## config.mk

```make
export PLATFORM = sky130hd
export DESIGN_NAME = climate_relay_controller_core
export DESIGN_NICKNAME = d
export VERILOG_FILES = /design/src/climrc_pkg.sv /design/src/climate_relay_controller_core.sv /design/src/climrc_ctrl.sv
export SDC_FILE = /design/constraint.sdc
export NUM_CORES = 2
export LEC_CHECK = 0
export ABC_AREA = 1
export BUFFER_PORTS_ARGS = -buffer_cell sky130_fd_sc_hd__buf_2
export CORE_MARGIN = 4
export CORE_UTILIZATION = 50
export CTS_CLUSTER_DIAMETER = 120
export DETAILED_ROUTE_END_ITERATION = 12
export PLACE_DENSITY = 0.71
export SLEW_MARGIN = 10
export SYNTH_ARGS = -nofsm -noshare
export SYNTH_HDL_FRONTEND = slang
export SYNTH_SLANG_ARGS = --single-unit
```

## constraint.sdc

```tcl
create_clock -name clock -period 7.9 [get_ports clock]
set_input_delay 0.395 -clock clock [delete_from_list [all_inputs] [get_ports clock]]
set_output_delay 0.395 -clock clock [all_outputs]
set_load 0.05 [all_outputs]
```

## src/climrc_pkg.sv

```systemverilog
`default_nettype none
package climrc_pkg;

   // Control tick period and door timeout.
   localparam int TICK_MS        = 5000;
   localparam int DOOR_TIMEOUT_S = 900;

   localparam int DOOR_STEP_INT  = (TICK_MS / 1000 == 0) ? 1 : TICK_MS / 1000;
   localparam logic [9:0] DOOR_STEP    = 10'(DOOR_STEP_INT);
   localparam logic [9:0] DOOR_TIMEOUT = 10'(DOOR_TIMEOUT_S);
   localparam logic [39:0] TICK_MS_40  = 40'(TICK_MS);

   localparam logic [15:0] MS_PER_MIN = 16'd60000;
   localparam int PERIOD_W = 27;
   localparam int IDLE_W   = 26;

   // Status and relay bit positions.
   localparam int BIT_HEAT  = 0;
   localparam int BIT_COOL  = 1;
   localparam int BIT_HUM   = 2;
   localparam int BIT_LIGHT = 3;
   localparam int BIT_VENT  = 4;

   // Inhibit mask bit positions.
   localparam int INH_TEMP  = 0;
   localparam int INH_HUM   = 1;
   localparam int INH_LIGHT = 2;
   localparam int INH_VENT  = 3;

   localparam logic [4:0] RELAY_LAMP_ONLY = 5'(1 << BIT_LIGHT);

   // Reset values of the registers.
   localparam logic [9:0]  RST_TEMP_SP    = 10'd235;
   localparam logic [9:0]  RST_TEMP_BAND  = 10'd10;
   localparam logic [9:0]  RST_HUM_SP     = 10'd950;
   localparam logic [9:0]  RST_HUM_BAND   = 10'd10;
   localparam logic [11:0] RST_LAMP_START = 12'd600;
   localparam logic [11:0] RST_LAMP_STOP  = 12'd1800;
   localparam logic [9:0]  RST_FAN_RUN    = 10'd15;
   localparam logic [9:0]  RST_FAN_IDLE   = 10'd105;
   localparam logic [PERIOD_W-1:0] RST_PERIOD_MS = PERIOD_W'((15 + 105) * 60000);
   localparam logic [IDLE_W-1:0]   RST_IDLE_MS   = IDLE_W'(105 * 60000);

   typedef enum logic [1:0] {
      REQ_TICK        = 2'd0,
      REQ_DOOR_ENTER  = 2'd1,
      REQ_DOOR_EXIT   = 2'd2,
      REQ_FAN_RESTART = 2'd3
   } req_kind_type;

   typedef enum logic [2:0] {
      CSR_TEMP_SP    = 3'd0,
      CSR_TEMP_BAND  = 3'd1,
      CSR_HUM_SP     = 3'd2,
      CSR_HUM_BAND   = 3'd3,
      CSR_LAMP_START = 3'd4,
      CSR_LAMP_STOP  = 3'd5,
      CSR_FAN_RUN    = 3'd6,
      CSR_FAN_IDLE   = 3'd7
   } csr_index_type;

   typedef struct packed {
      logic [9:0]          temp_sp;
      logic [9:0]          temp_band;
      logic [9:0]          hum_sp;
      logic [9:0]          hum_band;
      logic [11:0]         lamp_start;
      logic [11:0]         lamp_stop;
      logic [PERIOD_W-1:0] period_ms;
      logic [IDLE_W-1:0]   idle_ms;
   } climrc_cfg_type;

   typedef struct packed {
      logic [4:0]  status;
      logic [4:0]  relay;
      logic [39:0] fan_start;
      logic [39:0] fan_stop;
      logic        door_flag;
      logic [9:0]  door_secs;
   } climrc_state_type;

   typedef struct packed {
      logic [1:0]         req_type;
      logic [31:0]        now_ms;
      logic signed [11:0] temp_reading;
      logic [9:0]         humidity_reading;
      logic [4:0]         clock_hour;
      logic [5:0]         clock_minute;
      logic [3:0]         inhibit_mask;
   } climrc_item_type;

endpackage
`default_nettype wire

```

## src/climate_relay_controller_core.sv

```systemverilog
`default_nettype none
// Climate relay controller core.
// An accepted item's result is registered in main_data_ff, or in skid_data_ff if full.
// Throughput: one item per cycle while req_tready is high; one pass of logic per item.
// A two-entry output buffer keeps req_tready high while one result waits downstream.
// Reset (synchronous, active high) restores register defaults and clears state_ff.
module climate_relay_controller_core
   import climrc_pkg::*;
(
   input  wire         clock,
   input  wire         reset,
   input  wire         req_tvalid,
   output logic        req_tready,
   // now_ms[31:0], temp_reading[43:32], humidity_reading[53:44], clock_hour[58:54],
   // clock_minute[64:59], inhibit_mask[68:65], zero fill [71:69]
   input  wire  [71:0] req_tdata,
   // req_type[1:0]
   input  wire  [1:0]  req_tuser,
   output logic        rsp_tvalid,
   input  wire         rsp_tready,
   // status_bits[4:0], relay_drive[9:5], door_active[10], zero fill [15:11]
   output logic [15:0] rsp_tdata,
   input  wire         csr_we,
   input  wire  [2:0]  csr_index,
   input  wire  [11:0] csr_wdata
);

   climrc_cfg_type   cfg_ff, cfg_in;
   logic [9:0]       fan_run_ff, fan_run_in;
   logic [9:0]       fan_idle_ff, fan_idle_in;
   climrc_state_type state_ff, state_in;
   climrc_state_type state_nxt;
   climrc_item_type  item;
   logic             accept;
   logic             take;
   logic [15:0]      result;
   logic             main_valid_ff, main_valid_in;
   logic [15:0]      main_data_ff, main_data_in;
   logic             skid_valid_ff, skid_valid_in;
   logic [15:0]      skid_data_ff, skid_data_in;

   assign item.req_type         = req_tuser;
   assign item.now_ms           = req_tdata[31:0];
   assign item.temp_reading     = $signed(req_tdata[43:32]);
   assign item.humidity_reading = req_tdata[53:44];
   assign item.clock_hour       = req_tdata[58:54];
   assign item.clock_minute     = req_tdata[64:59];
   assign item.inhibit_mask     = req_tdata[68:65];

   // Fan periods in ms are formed at write time so no multiply sits in the item path.
   always_comb begin
      cfg_in      = cfg_ff;
      fan_run_in  = fan_run_ff;
      fan_idle_in = fan_idle_ff;
      if (csr_we) begin
         unique case (csr_index_type'(csr_index))
            CSR_TEMP_SP:    cfg_in.temp_sp    = csr_wdata[9:0];
            CSR_TEMP_BAND:  cfg_in.temp_band  = csr_wdata[9:0];
            CSR_HUM_SP:     cfg_in.hum_sp     = csr_wdata[9:0];
            CSR_HUM_BAND:   cfg_in.hum_band   = csr_wdata[9:0];
            CSR_LAMP_START: cfg_in.lamp_start = csr_wdata;
            CSR_LAMP_STOP:  cfg_in.lamp_stop  = csr_wdata;
            CSR_FAN_RUN: begin
               fan_run_in       = csr_wdata[9:0];
               cfg_in.period_ms = PERIOD_W'(({1'b0, csr_wdata[9:0]} + {1'b0, fan_idle_ff})
                                            * MS_PER_MIN);
            end
            CSR_FAN_IDLE: begin
               fan_idle_in      = csr_wdata[9:0];
               cfg_in.period_ms = PERIOD_W'(({1'b0, fan_run_ff} + {1'b0, csr_wdata[9:0]})
                                            * MS_PER_MIN);
               cfg_in.idle_ms   = IDLE_W'(csr_wdata[9:0] * MS_PER_MIN);
            end
            default: cfg_in = cfg_ff;
         endcase
      end
   end

   climrc_ctrl u_ctrl (
      .item (item),
      .cfg  (cfg_ff),
      .cur  (state_ff),
      .nxt  (state_nxt)
   );

   assign req_tready = !skid_valid_ff;
   assign accept     = req_tvalid && req_tready;
   assign take       = main_valid_ff && rsp_tready;
   assign rsp_tvalid = main_valid_ff;
   assign rsp_tdata  = main_data_ff;
   assign state_in   = accept ? state_nxt : state_ff;
   assign result     = {5'd0, state_nxt.door_flag, state_nxt.relay, state_nxt.status};

   always_comb begin
      main_valid_in = main_valid_ff;
      main_data_in  = main_data_ff;
      skid_valid_in = skid_valid_ff;
      skid_data_in  = skid_data_ff;
      if (skid_valid_ff) begin
         if (take) begin
            main_data_in  = skid_data_ff;
            skid_valid_in = 1'b0;
         end
      end else if (accept) begin
         if (!main_valid_ff || take) begin
            main_valid_in = 1'b1;
            main_data_in  = result;
         end else begin
            skid_valid_in = 1'b1;
            skid_data_in  = result;
         end
      end else if (take) begin
         main_valid_in = 1'b0;
      end
   end

   always_ff @(posedge clock) begin
      if (reset) begin
         cfg_ff.temp_sp    <= RST_TEMP_SP;
         cfg_ff.temp_band  <= RST_TEMP_BAND;
         cfg_ff.hum_sp     <= RST_HUM_SP;
         cfg_ff.hum_band   <= RST_HUM_BAND;
         cfg_ff.lamp_start <= RST_LAMP_START;
         cfg_ff.lamp_stop  <= RST_LAMP_STOP;
         cfg_ff.period_ms  <= RST_PERIOD_MS;
         cfg_ff.idle_ms    <= RST_IDLE_MS;
         fan_run_ff        <= RST_FAN_RUN;
         fan_idle_ff       <= RST_FAN_IDLE;
         state_ff          <= '0;
         main_valid_ff     <= 1'b0;
         skid_valid_ff     <= 1'b0;
      end else begin
         cfg_ff        <= cfg_in;
         fan_run_ff    <= fan_run_in;
         fan_idle_ff   <= fan_idle_in;
         state_ff      <= state_in;
         main_valid_ff <= main_valid_in;
         skid_valid_ff <= skid_valid_in;
      end
   end

   always_ff @(posedge clock) begin
      main_data_ff <= main_data_in;
      skid_data_ff <= skid_data_in;
   end

endmodule
`default_nettype wire

```

## src/climrc_ctrl.sv

```systemverilog
`default_nettype none
module climrc_ctrl
   import climrc_pkg::*;
(
   input  wire climrc_item_type  item,
   input  wire climrc_cfg_type   cfg,
   input  wire climrc_state_type cur,
   output climrc_state_type      nxt
);

   logic [39:0] now40;
   logic [39:0] roll_stop;
   logic [39:0] roll_start;
   logic [39:0] restart_stop;
   logic [39:0] restart_start;
   logic        rollover;
   logic [39:0] start_mid;
   logic        vent_sched;
   logic [10:0] hum_hi;
   logic [10:0] hum_lo_sum;
   logic        hum_off;
   logic        hum_on;
   logic        hum_bit;
   logic        vent_extend;
   logic [11:0] ltime;
   logic        light_win;
   logic        light;
   logic [10:0] temp_hi;
   logic signed [13:0] temp_lo_sum;
   logic        cool;
   logic        heat;
   logic [4:0]  tick_status;
   logic [39:0] tick_start;
   logic [39:0] tick_stop;

   assign now40 = {8'd0, item.now_ms};

   // Both deadlines move by whole periods, so the new start is the old stop plus idle.
   assign roll_stop     = cur.fan_stop + 40'(cfg.period_ms);
   assign roll_start    = cur.fan_stop + 40'(cfg.idle_ms);
   assign restart_stop  = now40 + 40'(cfg.period_ms);
   assign restart_start = now40 + 40'(cfg.idle_ms);

   assign rollover   = now40 > cur.fan_stop;
   assign start_mid  = rollover ? roll_start : cur.fan_start;
   assign tick_stop  = rollover ? roll_stop : cur.fan_stop;
   assign vent_sched = !rollover && (now40 > cur.fan_start) && !item.inhibit_mask[INH_VENT];

   assign hum_hi     = {1'b0, cfg.hum_sp} + {1'b0, cfg.hum_band};
   assign hum_lo_sum = {1'b0, item.humidity_reading} + {1'b0, cfg.hum_band};
   assign hum_off    = ({1'b0, item.humidity_reading} > hum_hi) || item.inhibit_mask[INH_HUM];
   assign hum_on     = hum_lo_sum < {1'b0, cfg.hum_sp};
   assign hum_bit    = hum_off ? 1'b0 : (hum_on ? 1'b1 : cur.status[BIT_HUM]);

   // A humidifying tick before the run phase vents at once and delays the run by a tick.
   assign vent_extend = hum_bit && (now40 < start_mid);
   assign tick_start  = vent_extend ? start_mid + TICK_MS_40 : start_mid;

   assign ltime = 12'(item.clock_hour * 7'd100) + {6'd0, item.clock_minute};
   always_comb begin
      if (cfg.lamp_start < cfg.lamp_stop) begin
         light_win = (ltime >= cfg.lamp_start) && (ltime < cfg.lamp_stop);
      end else if (cfg.lamp_start > cfg.lamp_stop) begin
         light_win = (ltime >= cfg.lamp_start) || (ltime < cfg.lamp_stop);
      end else begin
         light_win = 1'b0;
      end
   end
   assign light = light_win && !item.inhibit_mask[INH_LIGHT];

   assign temp_hi     = {1'b0, cfg.temp_sp} + {1'b0, cfg.temp_band};
   assign temp_lo_sum = 14'(item.temp_reading) + $signed({4'd0, cfg.temp_band});
   assign cool = !item.inhibit_mask[INH_TEMP]
                 && ($signed({item.temp_reading[11], item.temp_reading}) >
                     $signed({2'd0, temp_hi}));
   assign heat = !item.inhibit_mask[INH_TEMP] && !cool
                 && (temp_lo_sum < $signed({4'd0, cfg.temp_sp}));

   always_comb begin
      tick_status            = 5'd0;
      tick_status[BIT_HEAT]  = heat;
      tick_status[BIT_COOL]  = cool;
      tick_status[BIT_HUM]   = hum_bit;
      tick_status[BIT_LIGHT] = light;
      tick_status[BIT_VENT]  = vent_sched || vent_extend;
   end

   always_comb begin
      nxt = cur;
      unique case (req_kind_type'(item.req_type))
         REQ_TICK: begin
            if (cur.door_flag) begin
               if (cur.door_secs <= DOOR_STEP) begin
                  nxt.door_secs = 10'd0;
                  nxt.door_flag = 1'b0;
               end else begin
                  nxt.door_secs = cur.door_secs - DOOR_STEP;
               end
               nxt.relay = RELAY_LAMP_ONLY;
            end else begin
               nxt.status    = tick_status;
               nxt.relay     = tick_status;
               nxt.fan_start = tick_start;
               nxt.fan_stop  = tick_stop;
            end
         end
         REQ_DOOR_ENTER: begin
            nxt.door_flag = 1'b1;
            nxt.door_secs = DOOR_TIMEOUT;
         end
         REQ_DOOR_EXIT: begin
            nxt.door_flag = 1'b0;
            nxt.door_secs = 10'd0;
         end
         REQ_FAN_RESTART: begin
            nxt.fan_start = restart_start;
            nxt.fan_stop  = restart_stop;
         end
         default: begin
            nxt = cur;
         end
      endcase
   end

endmodule
`default_nettype wire
```

Word level (Yosys, flattened, before mapping) --
Index checks and enable logic that the tools add are counted. W data, S select, Z words.
Word-level totals: flip-flop bits (word level) 262, latch bits 0, memory bits (writable) 0, bits in read-only memories 0, memories kept 0
Operators by class: add/sub/neg operators 13, multipliers 4, div/mod/pow operators 0, $lt $le $gt $ge 12, eq/ne operators 15, shifts and indexed selects 0, muxes and demuxes 28, bitwise operators 2, reduce and logical (&&, ||, !) cells 44
Operators with widths (count):
- $pmux W80 S2 | 1
- $mux W40 | 3
- $gt A32 B40 Y1 | 2
- $mux W80 | 1
- $mux W16 | 4
- $add A10 B10 Y11 | 5
- $pmux W27 S2 | 1
- $mul A11 B11 Y22 const B | 2
- $add A40 B13 Y40 const B | 1
- $add A40 B26 Y40 | 1
- $add A40 B27 Y40 | 1
- $lt A32 B40 Y1 | 1
- $add A32 B26 Y33 | 1
- $add A32 B27 Y33 | 1
- $pmux W11 S3 | 1
- $gt A12 B12 Y1 | 2
- $lt A12 B12 Y1 | 2
- $mul A10 B11 Y21 const B | 1
- $mux W10 | 2
- $reduce_and A2 Y1 | 9
- $reduce_and A3 Y1 | 5
- $lt A14 B11 Y1 | 1
- $add A12 B11 Y13 | 1
- $add A12 B6 Y12 | 1
- other kinds (25) | 68

Longest topological paths before layout --
word-level depth 12, mapped depth 36, gate-level depth less buffers 36

Modules after synthesis --
From an unflattened synthesis, not the netlist that was laid out.
Second synthesis, totals: cells, all modules 5557, area total of the unflattened synthesis 35250.1 um2
By module, submodules not included:
- climrc_ctrl | instances 1, cells an instance 3267, area each 17787.1 um2
- climate_relay_controller_core | instances 1, cells an instance 2290, area each 17463.0 um2

Least setup slack after synthesis --
OpenSTA, ideal clock, no wires.
path type input port to flip-flop, from input csr_wdata[0], to register cfg_ff[50] (netlist bit), library setup time 0.058 ns, arrival time 6.025 ns, data required time 7.842 ns, slack 1.816 ns, stages on the path 26, path buffers 0, path through ha_1 -> fa_1 -> xor2_1 -> inv_1 -> fa_1 -> inv_1 -> fa_1 -> inv_1 -> fa_1 -> fa_1 -> inv_1 -> fa_1 -> ha_1 -> a21oi_1 -> o211ai_1 -> a21oi_1 -> o21ai_0 -> a21boi_0 -> nor2_1 -> or2_2 -> a21oi_1 -> xor2_1 -> nand2_1 -> nand3_1 -> o211ai_1 -> inv_1
Between the ends: longest elaborated chain between the ends 3, elaborated cells between the ends (all ways) 5, those cells by class add/sub: 2; mul: 2; mux: 1
Ends and longest elaborated chain:
- from (decl) | line climate_relay_controller_core.sv:25 | input wire [11:0] csr_wdata
- $add A10 B10 Y11 (on tied branches) | line climate_relay_controller_core.sv:70, climate_relay_controller_core.sv:65
- $mul A11 B11 Y22 (on tied branches) | line climate_relay_controller_core.sv:71, climate_relay_controller_core.sv:66
- $pmux W27 S2 (*) | line climate_relay_controller_core.sv:56 | unique case (csr_index_type'(csr_index))
- to (signal assigned) | line climate_relay_controller_core.sv:133 | cfg_ff <= cfg_in;
- to (decl) | line climate_relay_controller_core.sv:28 | climrc_cfg_type cfg_ff, cfg_in;
Every way passes the cells marked *; elsewhere a longest branch is shown, timed or not. The select of a mux whose other input is x is not followed. A chain may end at the register's enable or synchronous reset.

Worst setup path in the final report --
from register fan_idle_ff[2], to register cfg_ff[49] (netlist bit)
Between the ends: longest elaborated chain between the ends 3
Ends and longest elaborated chain:
- from (decl) | line climate_relay_controller_core.sv:30 | logic [9:0] fan_idle_ff, fan_idle_in;
- from (signal assigned) | line climate_relay_controller_core.sv:135 | fan_idle_ff <= fan_idle_in;
- $add A10 B10 Y11 | line climate_relay_controller_core.sv:65 | cfg_in.period_ms = PERIOD_W'(({1'b0, csr_wdata[9:0]} + {1'b0, fan_idle_ff})
- $mul A11 B11 Y22 | line climate_relay_controller_core.sv:66 | * MS_PER_MIN);
- $pmux W27 S2 | line climate_relay_controller_core.sv:56
No other way between the ends. The select of a mux whose other input is x is not followed.

==> key figures <==
Setup path
  • Max FO, Critical Path: 5
  • Stage delay of the slowest cell on the critical path: 540 ps
  • Kind of critical path: reg -> reg
  • Most repeated library cell on the critical path: nand2_1
  • Element type at the critical path start: register
  • Endpoint required time on the critical path: 8360 ps
  • Data arrival, critical path: about 7000 ps
  • Family with the most delay on the worst path: adder cells
  • Type of element capturing the critical path: register
  • Crit path buffers/inverters: 3
  • Slowest cell on the critical path: fa_1

Cells and area
  • Layout Area Growth over Synthesis: 7.81%
  • Finished Layout Cells: approximately 5,200
  • # nets final: about 5,200
  • Layout cell share with drive strength beyond 1: 6.67%

Detailed routing
  • Routed length per placed instance: 17.5 um
  • Antenna viol nets, final: 0
  • Average vias per placed instance: 5.54
  • First-pass DRT Iterations: 6
  • DRC errors left: 0
  • Via Count: 28,992
  • Number of design-rule violations left by the first detailed-router iteration: ~2,300
  • DRT Wirelength: between 90,000 and 100,000 um

Floorplan
  • Width of the die: 256 um
  • I/O pin count: 112
  • Placement Rows: 90
  • Core outline area: 0.0606 mm2
  • Initial Util: 50.7%
  • Die footprint: 0.0654 mm2
  • Die Ht: 256 um

Placement
  • Routability cong.: 1.01
  • Cell total after placement: 5,162
  • Worst-case setup slack after placement: about 930 ps
  • DP Wirelength: 72,800 um
  • PortBufs: 103

Global routing
  • Number of antenna violations at the first check in global routing: 6
  • Grt total ovfl: 0
  • Gr usage total: 27.2%
  • First-pass GRT wire length: between 100,000 and 150,000 um
  • Via count of the first global-routing pass: 27,140
  • Largest net degree at the start of global routing: 80

Timing
  • Fin. Hold Viols: 0
  • Max Fclk: 153 MHz
  • Hold Slack: 111 ps
  • Slew at the pin with the worst max-slew slack: 1210 ps
  • Number of pins exceeding their max-slew limit in the final report: 0
  • Tmin final: 6550 ps
  • Unrepaired setup endpoints after global routing: no
  • Setup TNS Final: 0 ps
  • Final setup violating endpoints: 0
  • Final period util: between 80% and 90%
  • Skew final: roughly 22 ps
  • Worst Slack Setup Final: 1350 ps
  • Relative slew slack: approximately a fifth

Pwr
  • Ratio of total power to cell area: 287 mW/mm2
  • Maximum vdd drop: 0.000388 V
  • Leakage Power: 16.9 nW

Status
  • Result of the run: completed

Clock tree
  • Number of buffers on the longest clock path: 3
  • Depth of the CTS H-tree: 2
  • CTS tree: done
  • Post-CTS setup-driven buffer insertion count: 0
  • Clk Tree Root Cell: clkbuf_16
  • Post-cts sizing count: 0
  • Number of clock buffers inserted by TritonCTS: 34
  • Clk_lat worst skew: 570 ps
  • CTS hold repair buffers: 0
  • Number of clock sinks: around 250
  • Clock transition time at the flip-flop clock pins of the worst setup and hold paths: 60 ps

Yosys
  • Post-synthesis sequential element count: 251
  • Yosys Warn Count: 0
  • Largest cells by area after synthesis: ha_1 22%, dfxtp_1 15%, nand2_1 11%
  • Mapped cell area: about 0.031 mm2
  • Average size of a mapped cell: 7.05 um2
  • Sequential fraction of the synthesis area: 17.1%
  • Post-synth top area cell: ha_1
  • Syn Inst Count: between 4,000 and 5,000
  • Share of synthesized flip-flops with an asynchronous set or reset: 0%
  • Portion of synthesized cell area occupied by the leading cell type: 22.1%
  • Netlist cell types: 62
  • EDFF count, synth: 22
  • Most instantiated flip-flop cell in the synthesis netlist: dfxtp_1

Worst hold path
  • Class of the worst hold path: in -> reg

Flow run
  • Max Cap Violations: 0
report_power, final:
part	total, W	switching [W]	internal [W]
Clock	0.00163	0.000647	0.000988
Combinational	0.00641	0.00397	0.00244
Sequential	0.00146	0.0000908	0.00137
state kept, by name, indices dropped and copies added, names as in the netlist:
register       cells
skid_valid_ff      1
fan_run_ff        10
fan_idle_ff       10
state_ff         101
rsp_tvalid         1
rsp_tdata         11
cfg_ff           106
skid_data_ff      11
synthesized netlist by cell type (all sizes together), types with 4 or more instances:
cell type  count
a31oi         36
a221oi        11
inv          643
fa           115
or2           13
and2           4
nor3          30
xnor2         42
a21o          17
nand2        908
nand3b         7
a21oi        439
o21bai        23
ha           542
o211ai        59
a211oi        15
o221ai         9
o21a          12
o22ai          5
xor2         100
o221a          5
clkinv         5
nand3        211
buf           30
nor3b          4
nor4           8
o2111ai        4
nand4         45
nor2         340
clkbuf        72
a21boi         8
edfxtp        22
dfxtp        229
o21ai        324
per-layer routing:
metal | vias to the layer above | wire (um) | track usage (%)
met4 | 0 | 3860 | 10.8
met2 | 815 | 41900 | 45.1
met5 | - | 0 | 0
met1 | 13318 | 40200 | 36.3
li1 | 14695 | - | -
met3 | 164 | 5410 | 2.99
worst reg2reg max path, delay by kind of cell, from the launching register on:
kind | cells | cell delay [ps]
AOI/OAI and AO/OA | 7 | 860
xor gates and xnor gates | 1 | 440
adders and majority gates | 7 | 3280
buffers and inverters | 3 | 310
DFF | 1 | 310
and+or+nand+nor | 12 | 1280
layout by cell type, fill, tap and decap left out, types with 42 or more instances in the layout:
cell	count
buf_2	103
nand2_1	876
nand4_1	45
o211ai_1	59
ha_1	542
a21oi_1	437
fa_1	115
nand3_1	209
nor2_1	318
dfxtp_1	229
o21ai_0	301
xnor2_1	42
inv_1	617
xor2_1	100
worst paths after layout:
check / slack, ps / cells past startpoint / to / from
hold / removal: 110 / 3 / cfg_ff[63] / csr_wdata[10]
setup reg to reg: 1350 / 30 / cfg_ff[49] / fan_idle_ff[2]
hold reg to reg: 440 / 2 / state_ff[48] / state_ff[48]
setup / recovery: 1350 / 30 / cfg_ff[49] / fan_idle_ff[2]
layout make-up:
type	count	area, um2
timing repair buffer	125	681
sequential	251	5250
fill	6014	27500
tap	782	978
clock buffer	46	916
clock inverter	15	250
multi-input combinational	3356	22600
antenna	7	17.5
inverter	648	2440
through the flow:
step | instance area, um2 | power [W] | utilization (%)
2_1_floorplan | 30700 | 0.00634 | -
3_3_place_gp | 31900 | 0.00777 | 52.7
3_5_place_dp | 31900 | 0.00780 | 52.7
4_1_cts | 33100 | 0.00951 | 54.6
5_1_grt | 33100 | 0.0106 | 54.6
6_report | 33100 | 0.00951 | 54.6
kinds of logic (layout without fill, tap and decap cells):
family / after synthesis / count (layout) / share of synthesized area [%]
xor gates and xnor gates: 142 / 142 / 4.05
DFF: 251 / 251 / 17.1
other: 1 / 12 / 0.0122
AOI/OAI and AO/OA: 979 / 979 / 18.1
and+or+nand+nor: 1573 / 1573 / 21.7
buffers and inverters: 750 / 834 / 9.46
adders and majority gates: 657 / 657 / 29.6
No activity file was read; power rests on OpenSTA's default activity.
